[src/rtl/core/page_frame_allocator_refcount_macros.svh]
// Assertion macros used by the page frame allocator top level.
`ifndef PAGE_FRAME_ALLOCATOR_REFCOUNT_MACROS_SVH
`define PAGE_FRAME_ALLOCATOR_REFCOUNT_MACROS_SVH

// The consequent must hold in the same cycle as the antecedent.
`define PFA_ASSERT_SAME(label, clk_s, rstn_s, ante, cons, msg) \
    label: assert property (@(posedge clk_s) disable iff (!rstn_s) \
        (ante) |-> (cons)) else $error(msg);

// The consequent must hold in the cycle after the antecedent.
`define PFA_ASSERT_NEXT(label, clk_s, rstn_s, ante, cons, msg) \
    label: assert property (@(posedge clk_s) disable iff (!rstn_s) \
        (ante) |=> (cons)) else $error(msg);

`endif

[src/rtl/core/pfa_pkg.sv]
// Package with widths, codes and types of the page frame allocator.
package pfa_pkg;

    // Default values of the top level parameters.
    localparam int DEF_FRAMES     = 65536;
    localparam int DEF_PAGE_SHIFT = 12;
    localparam int DEF_COUNT_BITS = 16;

    // Fixed payload widths of the channels and the configuration port.
    localparam int ACTION_W     = 3;
    localparam int ADDR_W       = 28;
    localparam int STATUS_W     = 3;
    localparam int REF_COUNT_W  = 16;
    localparam int FREE_PAGES_W = 17;
    localparam int CFG_DATA_W   = 17;
    localparam int CFG_INDEX_W  = 1;

    // Depth of the command queue between front and back.
    localparam int QUEUE_DEPTH = 2;

    // Configuration register indexes and reset values.
    localparam logic [CFG_INDEX_W-1:0] REG_LOW_FRAME = 1'd0;
    localparam logic [CFG_INDEX_W-1:0] REG_TOP_FRAME = 1'd1;
    localparam logic [CFG_DATA_W-1:0]  LOW_FRAME_RESET = 17'd0;
    localparam logic [CFG_DATA_W-1:0]  TOP_FRAME_RESET = 17'd65536;

    // Request action codes.
    localparam logic [ACTION_W-1:0] ACT_FREE  = 3'd0;
    localparam logic [ACTION_W-1:0] ACT_ALLOC = 3'd1;
    localparam logic [ACTION_W-1:0] ACT_INC   = 3'd2;
    localparam logic [ACTION_W-1:0] ACT_DEC   = 3'd3;
    localparam logic [ACTION_W-1:0] ACT_READ  = 3'd4;

    // Result status codes.
    typedef enum logic [STATUS_W-1:0] {
        ST_OK         = 3'd0,
        ST_BAD_ADDR   = 3'd1,
        ST_NO_FREE    = 3'd2,
        ST_STACK_FULL = 3'd3,
        ST_SATURATED  = 3'd4
    } status_t;

    // Classified command handed from the front to the back.
    typedef enum logic [2:0] {
        OP_FREE,
        OP_ALLOC,
        OP_INC,
        OP_DEC,
        OP_READ,
        OP_BAD,
        OP_NOP
    } pfa_op_t;

endpackage

[src/rtl/core/pfa_queue.sv]
// Short command queue that decouples the front part from the back part.
module pfa_queue
    import pfa_pkg::*;
#(
    parameter int WIDTH = 8,
    parameter int DEPTH = QUEUE_DEPTH,
    localparam int PTR_W = (DEPTH > 1) ? $clog2(DEPTH) : 1,
    localparam int CNT_W = $clog2(DEPTH + 1)
) (
    input  logic             clk,
    input  logic             rst_n,
    input  logic             push_valid,
    output logic             push_ready,
    input  logic [WIDTH-1:0] push_data,
    output logic             pop_valid,
    input  logic             pop_ready,
    output logic [WIDTH-1:0] pop_data
);

    logic [WIDTH-1:0] entries_reg [DEPTH];
    logic [PTR_W-1:0] wr_ptr_reg, wr_ptr_next;
    logic [PTR_W-1:0] rd_ptr_reg, rd_ptr_next;
    logic [CNT_W-1:0] cnt_reg, cnt_next;
    logic             do_push;
    logic             do_pop;

    assign push_ready = (cnt_reg != CNT_W'(DEPTH));
    assign pop_valid  = (cnt_reg != '0);
    assign pop_data   = entries_reg[rd_ptr_reg];
    assign do_push    = push_valid && push_ready;
    assign do_pop     = pop_valid && pop_ready;

    // Pointer and fill count updates.
    always_comb
    begin
        wr_ptr_next = wr_ptr_reg;
        rd_ptr_next = rd_ptr_reg;
        cnt_next    = cnt_reg;
        if (do_push)
        begin
            wr_ptr_next = (wr_ptr_reg == PTR_W'(DEPTH - 1)) ? '0 : wr_ptr_reg + PTR_W'(1);
        end
        if (do_pop)
        begin
            rd_ptr_next = (rd_ptr_reg == PTR_W'(DEPTH - 1)) ? '0 : rd_ptr_reg + PTR_W'(1);
        end
        if (do_push && !do_pop)
        begin
            cnt_next = cnt_reg + CNT_W'(1);
        end
        else if (do_pop && !do_push)
        begin
            cnt_next = cnt_reg - CNT_W'(1);
        end
    end

    always_ff @(posedge clk or negedge rst_n)
    begin
        if (!rst_n)
        begin
            wr_ptr_reg <= '0;
            rd_ptr_reg <= '0;
            cnt_reg    <= '0;
        end
        else
        begin
            wr_ptr_reg <= wr_ptr_next;
            rd_ptr_reg <= rd_ptr_next;
            cnt_reg    <= cnt_next;
        end
    end

    // Entry storage.
    always_ff @(posedge clk)
    begin
        if (do_push)
        begin
            entries_reg[wr_ptr_reg] <= push_data;
        end
    end

endmodule

[config.mk]
export PLATFORM = sky130hd
export DESIGN_NAME = pfa_queue
export DESIGN_NICKNAME = d
export VERILOG_FILES = /design/src/rtl/core/page_frame_allocator_refcount_macros.svh /design/src/rtl/core/pfa_pkg.sv /design/src/rtl/core/pfa_queue.sv
export SDC_FILE = /design/constraint.sdc
export NUM_CORES = 1
export LEC_CHECK = 0
export BUFFER_PORTS_ARGS = -buffer_cell sky130_fd_sc_hd__buf_2
export CAP_MARGIN = 20
export CORE_ASPECT_RATIO = 1.1
export CORE_MARGIN = 3
export CORE_UTILIZATION = 45
export DETAILED_ROUTE_END_ITERATION = 12
export PLACE_DENSITY = 0.69
export SLEW_MARGIN = 20
export SYNTH_ARGS = -nofsm -noshare
export SYNTH_HDL_FRONTEND = slang
export SYNTH_SLANG_ARGS = --single-unit
[constraint.sdc]
create_clock -name clk -period 3.5 [get_ports clk]
set_clock_uncertainty 0.2 [all_clocks]
set_input_delay 0 -clock clk [delete_from_list [all_inputs] [get_ports clk]]
set_output_delay 0 -clock clk [all_outputs]
set_load 0.005 [all_outputs]
==> out/results.ini, run 1 <==
[outcome]
status = finished clean

[power]
p_per_area_mw_per_mm2 = 702
clock_power_share = 0.144
power_uw = 740
p_comb_frac = 0.337
p_leak_nw = 0.434
switching_share = 0.296
seq_power_share = 0.519
irDropWorstVdd_uv = 424
power.internal_uw = 521
p_switching_uw = 219

[synthesis]
ys_top_cells_by_count = edfxtp_1 (16), mux2_2 (8), dfrtp_1 (4), xnor2_1 (3)
synth_edf_count = 16
synthFlopType = edfxtp_1
avgSynthCellArea_um2 = 18.3
yosys-top-cells-area = edfxtp_1 (61%), dfrtp_1 (13%), mux2_2 (11%)
synth.largest_area_cell = edfxtp_1
yosys.cell_types.count = 14
synth_warnings = 0
syn_nets = 56
synth_area_um2 = 787
async_reset_ff_frac = 0.200
synth_top_area_share = 0.610
synth_most_common_cell = edfxtp_1
ys_seq_elements = 20
syn_inst = 43
synth_seq_area_share = 0.738

[setup_path]
required_ns = 3.24
r2r-start = cnt_reg[0]
worstPathCellList = nand2b_4 -> nand2_1 -> nor2_1
crit_path_max_incr_delay_ns = 0.50
worstSetupStartpoint = cnt_reg[0]
critPathCaptureType = flip-flop
crit_family = simple AND/OR/NAND/NOR gates
path_buf_inv = 0
cp-start-kind = flip-flop
crit_fanout = 8
arrival_ns = 1.46
critPathKind = flip-flop to flip-flop
slowest_stage = nor2_1

[floorplanning]
initial_core_util = 0.488
die_h_um = 49.9
die_w_um = 45.9
core_area_mm2 = 0.00161
dieArea_mm2 = 0.00229
pin_count = 22
rows = 15

[cts]
clock_latency_ns = 0.29
cts-root-buf = clkbuf_4
clk_pin_slew_ns = 0.11
cts_tree = done
cts_resized = 0
clock_sinks = 20
htree_levels = 1
postCtsSetupBuffers = 0
cts_buffer_depth = 2
cts_made_buffers = 3

[hold_path]
worstHoldStart = push_data[0]
hold_path_class = primary input to flip-flop

[timing]
worst_pin_slew_ns = 0.632
finalCritPeriodShare = 0.493
slew_viol_final = 0
hold-worst-slack_ns = 0.223
max_freq_mhz = 580
fin_setup_tns_ns = 0
rsz0062_at_grt = false
hold_violations = 0
slew_headroom = 0.577
period_needed_ns = 1.73
setup_viol = 0

[finish]
largest_register_ffs = 16
n_fill_cell = 128
multi_input_area_um2 = 198
drive_gt1_frac = 0.443
syn2layout_area_growth_pct = 34.0
nets = 93
register_area_um2 = 581
utilization = 0.653
diodes = 0

[route]
via_per_inst = 4.86
wl_um = 1290
first_pass_iters = 2
drt.antenna.violating_nets = 0
vias = 467
drc = 0
drtIter0Drc = 4
wl_per_cell_um = 13.4

[placed_design]
io_buffer_count = 21
gp_congestion = 0.693
hpwlAfterDp_um = 860

[flow_run]
max_cap_viol_count = 0

[global_routing]
grt_max_degree = 12
grt_pass1_wl_um = 2060
grt_pass1_vias = 477
antenna_found_initial = 0
grt_overflow = 0
grt.total_usage = 0.128

[routing by layer]
layer / GRT usage / wire (µm) / up-vias
met2: 0.216 / 693 / 14
met1: 0.152 / 514 / 223
met5: 0 / 0 / -
li1: - / - / 228
met3: 0.0438 / 69 / 2
met4: 0.0284 / 8 / 0
[final timing paths]
| kind | endpoint | slack [ns] | depth (start not counted) |
|---|---|---|---|
| worst max-delay path | entries_reg[0][4] | 1.77 | 3 |
| worst min-delay path | entries_reg[0][0] | 0.22 | 2 |
| worst max register to register | entries_reg[0][4] | 1.77 | 3 |
| worst min register to register | wr_ptr_reg | 0.31 | 1 |
| max in group asynchronous | cnt_reg[1] | 2.53 | 3 |
| min in group asynchronous | rd_ptr_reg | 0.39 | 3 |
[layout make-up]
cell class                      count  share of cell area
Clock buffer                        3              0.0214
Clock inverter                      1             0.00356
Inverter                            1             0.00356
Multi-Input combinational cell     21               0.187
Sequential cell                    20               0.550
Tap cell                           17              0.0202
Timing Repair Buffer               33               0.214
[through the flow]
stage	worst slack (ns)	std cells	area, µm²
finish	1.77	96	1050
global route	1.68	96	1050
CTS	1.74	96	1050
detailed placement	1.76	80	908
global placement	1.83	80	908
floorplan	1.93	43	787
[cell families (layout without fill, tap and decap cells)]
group,count (synthesis),after routing,synth area share
fa+ha+maj,1,1,0.0159
buf+inv,2,38,0.0111
mux,8,8,0.114
xor+xnor,5,5,0.0557
simple gates,7,7,0.0652
flops,20,20,0.738
[what timing repair did]
item	4_1_cts	5_1_grt
endpoints found under the hold margin	23	0
setup endpoints to repair	0	0
hold buffers	12	0
[placed cells by master, fill, tap and decap left out, drive strengths merged]
cell,Yosys,routed
buf,1,21
edfxtp,16,16
dlygate4sd3,0,12
mux2,8,8
dfrtp,4,4
xnor2,3,3
clkbuf,0,3
nor2,2,2
xor2,2,2
nand2,2,2
or2,1,1
nand2b,1,1
inv,1,1
and3,1,1
ha,1,1
clkinv,0,1
[power groups by stage]
| stage | combinational (mW) | sequential (mW) | clock [mW] |
|---|---|---|---|
| after floorplan | 0.185 | 0.362 | 0 |
| final | 0.249 | 0.384 | 0.107 |
| after CTS | 0.253 | 0.386 | 0.109 |
| after detailed placement | 0.240 | 0.391 | 0 |
| after global routing | 0.275 | 0.393 | 0.120 |
| after global placement | 0.237 | 0.388 | 0 |
No activity file was read; power rests on OpenSTA's default activity.
==> run 2, diff against run 1 <==
Settings changed: ABC_AREA set to 1, CORE_UTILIZATION 45 to 44, PLACE_DENSITY 0.69 to 0.7.
Clock period 3.5 ns to 1.55 ns, I/O delays scaled along.
==> out/results.ini, run 2 <==
[finish]
final_cell_mix = nand2_1 (30), buf_2 (21), edfxtp_1 (16), dlygate4sd3_1 (12), buf_4 (5)
final_area_mm2 = 0.00114  ; +8.1%
diodes = 0  ; unchanged
final_common_cell = nand2_1
utilization = 0.682  ; +0.0289
largest_register_ffs = 16  ; unchanged
syn2layout_area_growth_pct = 37.8
drive_gt1_frac = 0.351  ; -0.0917
nets = 125  ; +34%
stdcell_count = 128  ; +33%

[timing]
hold_violations = 0  ; unchanged
slew_headroom = 0.862  ; +0.284
setup_viol = 0  ; unchanged
slew_viol_final = 0  ; unchanged
period_needed_ns = 1.49  ; -0.238 ns
finalCritPeriodShare = 0.959  ; +0.466
rsz0062_at_grt = true
max_freq_mhz = 672  ; +16%
worst_pin_slew_ns = 0.207  ; -0.425 ns
hold-worst-slack_ns = 0.228  ; +0.00513 ns
fin_setup_tns_ns = 0  ; unchanged
worst_slack_ns = 0.0630  ; -1.71 ns

[global_routing]
grt_max_degree = 12  ; unchanged
grt_pass1_vias = 603  ; +26%
antenna_found_initial = 0  ; unchanged
grt.total_usage = 0.151  ; +0.0236
grt_pass1_wl_um = 2530  ; +23%
grt_overflow = 0  ; unchanged

[route]
wl_per_cell_um = 12.1  ; -9.4%
drt.antenna.violating_nets = 0  ; unchanged
drc = 0  ; unchanged
via_per_inst = 4.93  ; +1.3%
drtIter0Drc = 21  ; +17
vias = 631  ; +35%
first_pass_iters = 4  ; +2
wl_um = 1550  ; +21%

[setup_path]
reg2reg_slack_ns = 0.06  ; -1.71 ns
slowest_stage = dfrtp_1
worstPathCellList = inv_2 -> nand2_4 -> nand2_4 -> inv_1 -> ha_4 -> inv_1 -> nand3_1 -> nand2_1 -> nand2_1
regToRegEndpoint = cnt_reg[1]
critPathCaptureType = flip-flop
required_ns = 1.54  ; -1.70 ns
reg2reg_depth = 9  ; +6
crit_family = flip-flops
arrival_ns = 1.47  ; about the same
crit_fanout = 4  ; -4
worstSetupPathDepth = 9  ; +6
cp-start-kind = flip-flop
r2r-start = cnt_reg[0]
critPathKind = flip-flop to flip-flop
path_buf_inv = 3  ; +3
crit_path_max_incr_delay_ns = 0.40  ; -0.10 ns

[synthesis]
synth_edf_count = 16  ; unchanged
async_reset_ff_frac = 0.200  ; unchanged
synth.mux.area_fraction = 0  ; -0.114
synth_top_family_by_area = simple AND/OR/NAND/NOR gates
synth_most_common_cell = nand2_1
synth.largest_area_cell = edfxtp_1
syn_inst = 70  ; +63%
synth_top_area_share = 0.581  ; -0.0296
avgSynthCellArea_um2 = 11.8  ; -35%
ys_top_cells_by_count = nand2_1 (30), edfxtp_1 (16), dfrtp_1 (4), inv_1 (4), inv_2 (3)
synthSimpleGateAreaFrac = 0.207  ; +0.142
synth_warnings = 0  ; unchanged
syn_nets = 83  ; +48%
synth_compound_area_frac = 0  ; unchanged
synth_seq_area_share = 0.702  ; -0.0357
yosys.cell_types.count = 14  ; unchanged
synthFlopType = edfxtp_1
yosys-top-cells-area = edfxtp_1 (58%), nand2_1 (14%), dfrtp_1 (12%)
synth_fa_ha_area_frac = 0.0151  ; -0.000770
synth_xor_area_frac = 0.0303  ; -0.0254
ys_seq_elements = 20  ; unchanged
synth_area_um2 = 827  ; +5.1%

[floorplanning]
dieArea_mm2 = 0.00244  ; +6.5%
core_area_mm2 = 0.00167  ; +3.5%
die_w_um = 47.3  ; +3.2%
rows = 15  ; unchanged
die_h_um = 51.5  ; +3.2%
initial_core_util = 0.495  ; +0.00753
pin_count = 22  ; unchanged

[cts]
clock_latency_ns = 0.28  ; about the same
htree_levels = 1  ; unchanged
cts_buffer_depth = 2  ; unchanged
clk_pin_slew_ns = 0.10  ; about the same
cts_tree = done
cts_made_buffers = 3  ; unchanged
cts-root-buf = clkbuf_4
clock_sinks = 20  ; unchanged

[hold_path]
whs_endpoint = entries_reg[1][5]
worstHoldStart = push_data[5]
hold_path_class = primary input to flip-flop
whs_path_depth = 2  ; unchanged

[placed_design]
dp.cells = 111  ; +39%
io_buffer_count = 21  ; unchanged
gp_congestion = 0.738  ; +6.5%
dpl-instance-area_um2 = 972  ; +7.0%
dp_slack_ns = -0.00721  ; -1.77 ns
hpwlAfterDp_um = 1050  ; +21%

[power]
p_per_area_mw_per_mm2 = 1620  ; +130%
power_mw = 1.85  ; +150%
p_leak_nw = 0.532  ; +23%
irDropWorstVdd_uv = 929  ; +120%

[flow_run]
max_cap_viol_count = 0  ; unchanged

[outcome]
status = finished clean

==> run 2: area by class of cell <==
cell class / count / area (µm²)
multi-input cells: 42 / 221
well taps: 17 / 21.3
fillers: 119 / 531
flip-flops and latches: 20 / 582
repair buffers: 38 / 263
clock buffers: 4 / 26.3
inverters: 7 / 26.3
==> run 2: metal layers <==
layer	wire, µm	global-route usage	share of wire	up-vias
met5	0	0	0	-
li1	-	-	-	308
met4	8	0.0553	0.0052	0
met1	593	0.165	0.38	291
met3	91	0.0352	0.059	2
met2	859	0.270	0.55	30
==> run 2: worst max path at each step <==
stage / start / endpoint / slack [ns]
finish: cnt_reg[0] / cnt_reg[1] / 0.06
global placement: cnt_reg[0] / cnt_reg[1] / 0.04
floorplan: cnt_reg[0] / entries_reg[0][0] / 0.04
CTS: cnt_reg[1] / cnt_reg[1] / 0.02
detailed placement: cnt_reg[0] / cnt_reg[1] / -0.007
global route: cnt_reg[0] / cnt_reg[1] / -0.07
==> run 2: power breakdown <==
group / switching, mW / internal, mW
clock: 0.139 / 0.0999
combinational: 0.421 / 0.346
sequential: 0.0917 / 0.751
==> run 2: worst reg2reg max path, delay by kind of cell (launching register included) <==
| kind | cells | cell delay (ns) |
|---|---|---|
| and+or+nand+nor | 5 | 0.34 |
| adders and majority gates | 1 | 0.22 |
| DFF | 1 | 0.40 |
| buffers and inverters | 3 | 0.25 |
==> run 2: kinds of logic after synthesis <==
| kind of cell | after synthesis |
|---|---|
| AND/OR/NAND/NOR | 39 |
| buffers and inverters | 8 |
| XOR/XNOR | 2 |
| flip-flops | 20 |
| adder cells (fa/ha/maj) | 1 |
==> run 2: what timing repair did <==
action	in CTS	in global routing
resized for setup	0	2
hold endpoints to repair	23	0
cloned	0	0
setup buffers	1	0
hold buffers	12	0
endpoints found under the setup margin	1	9
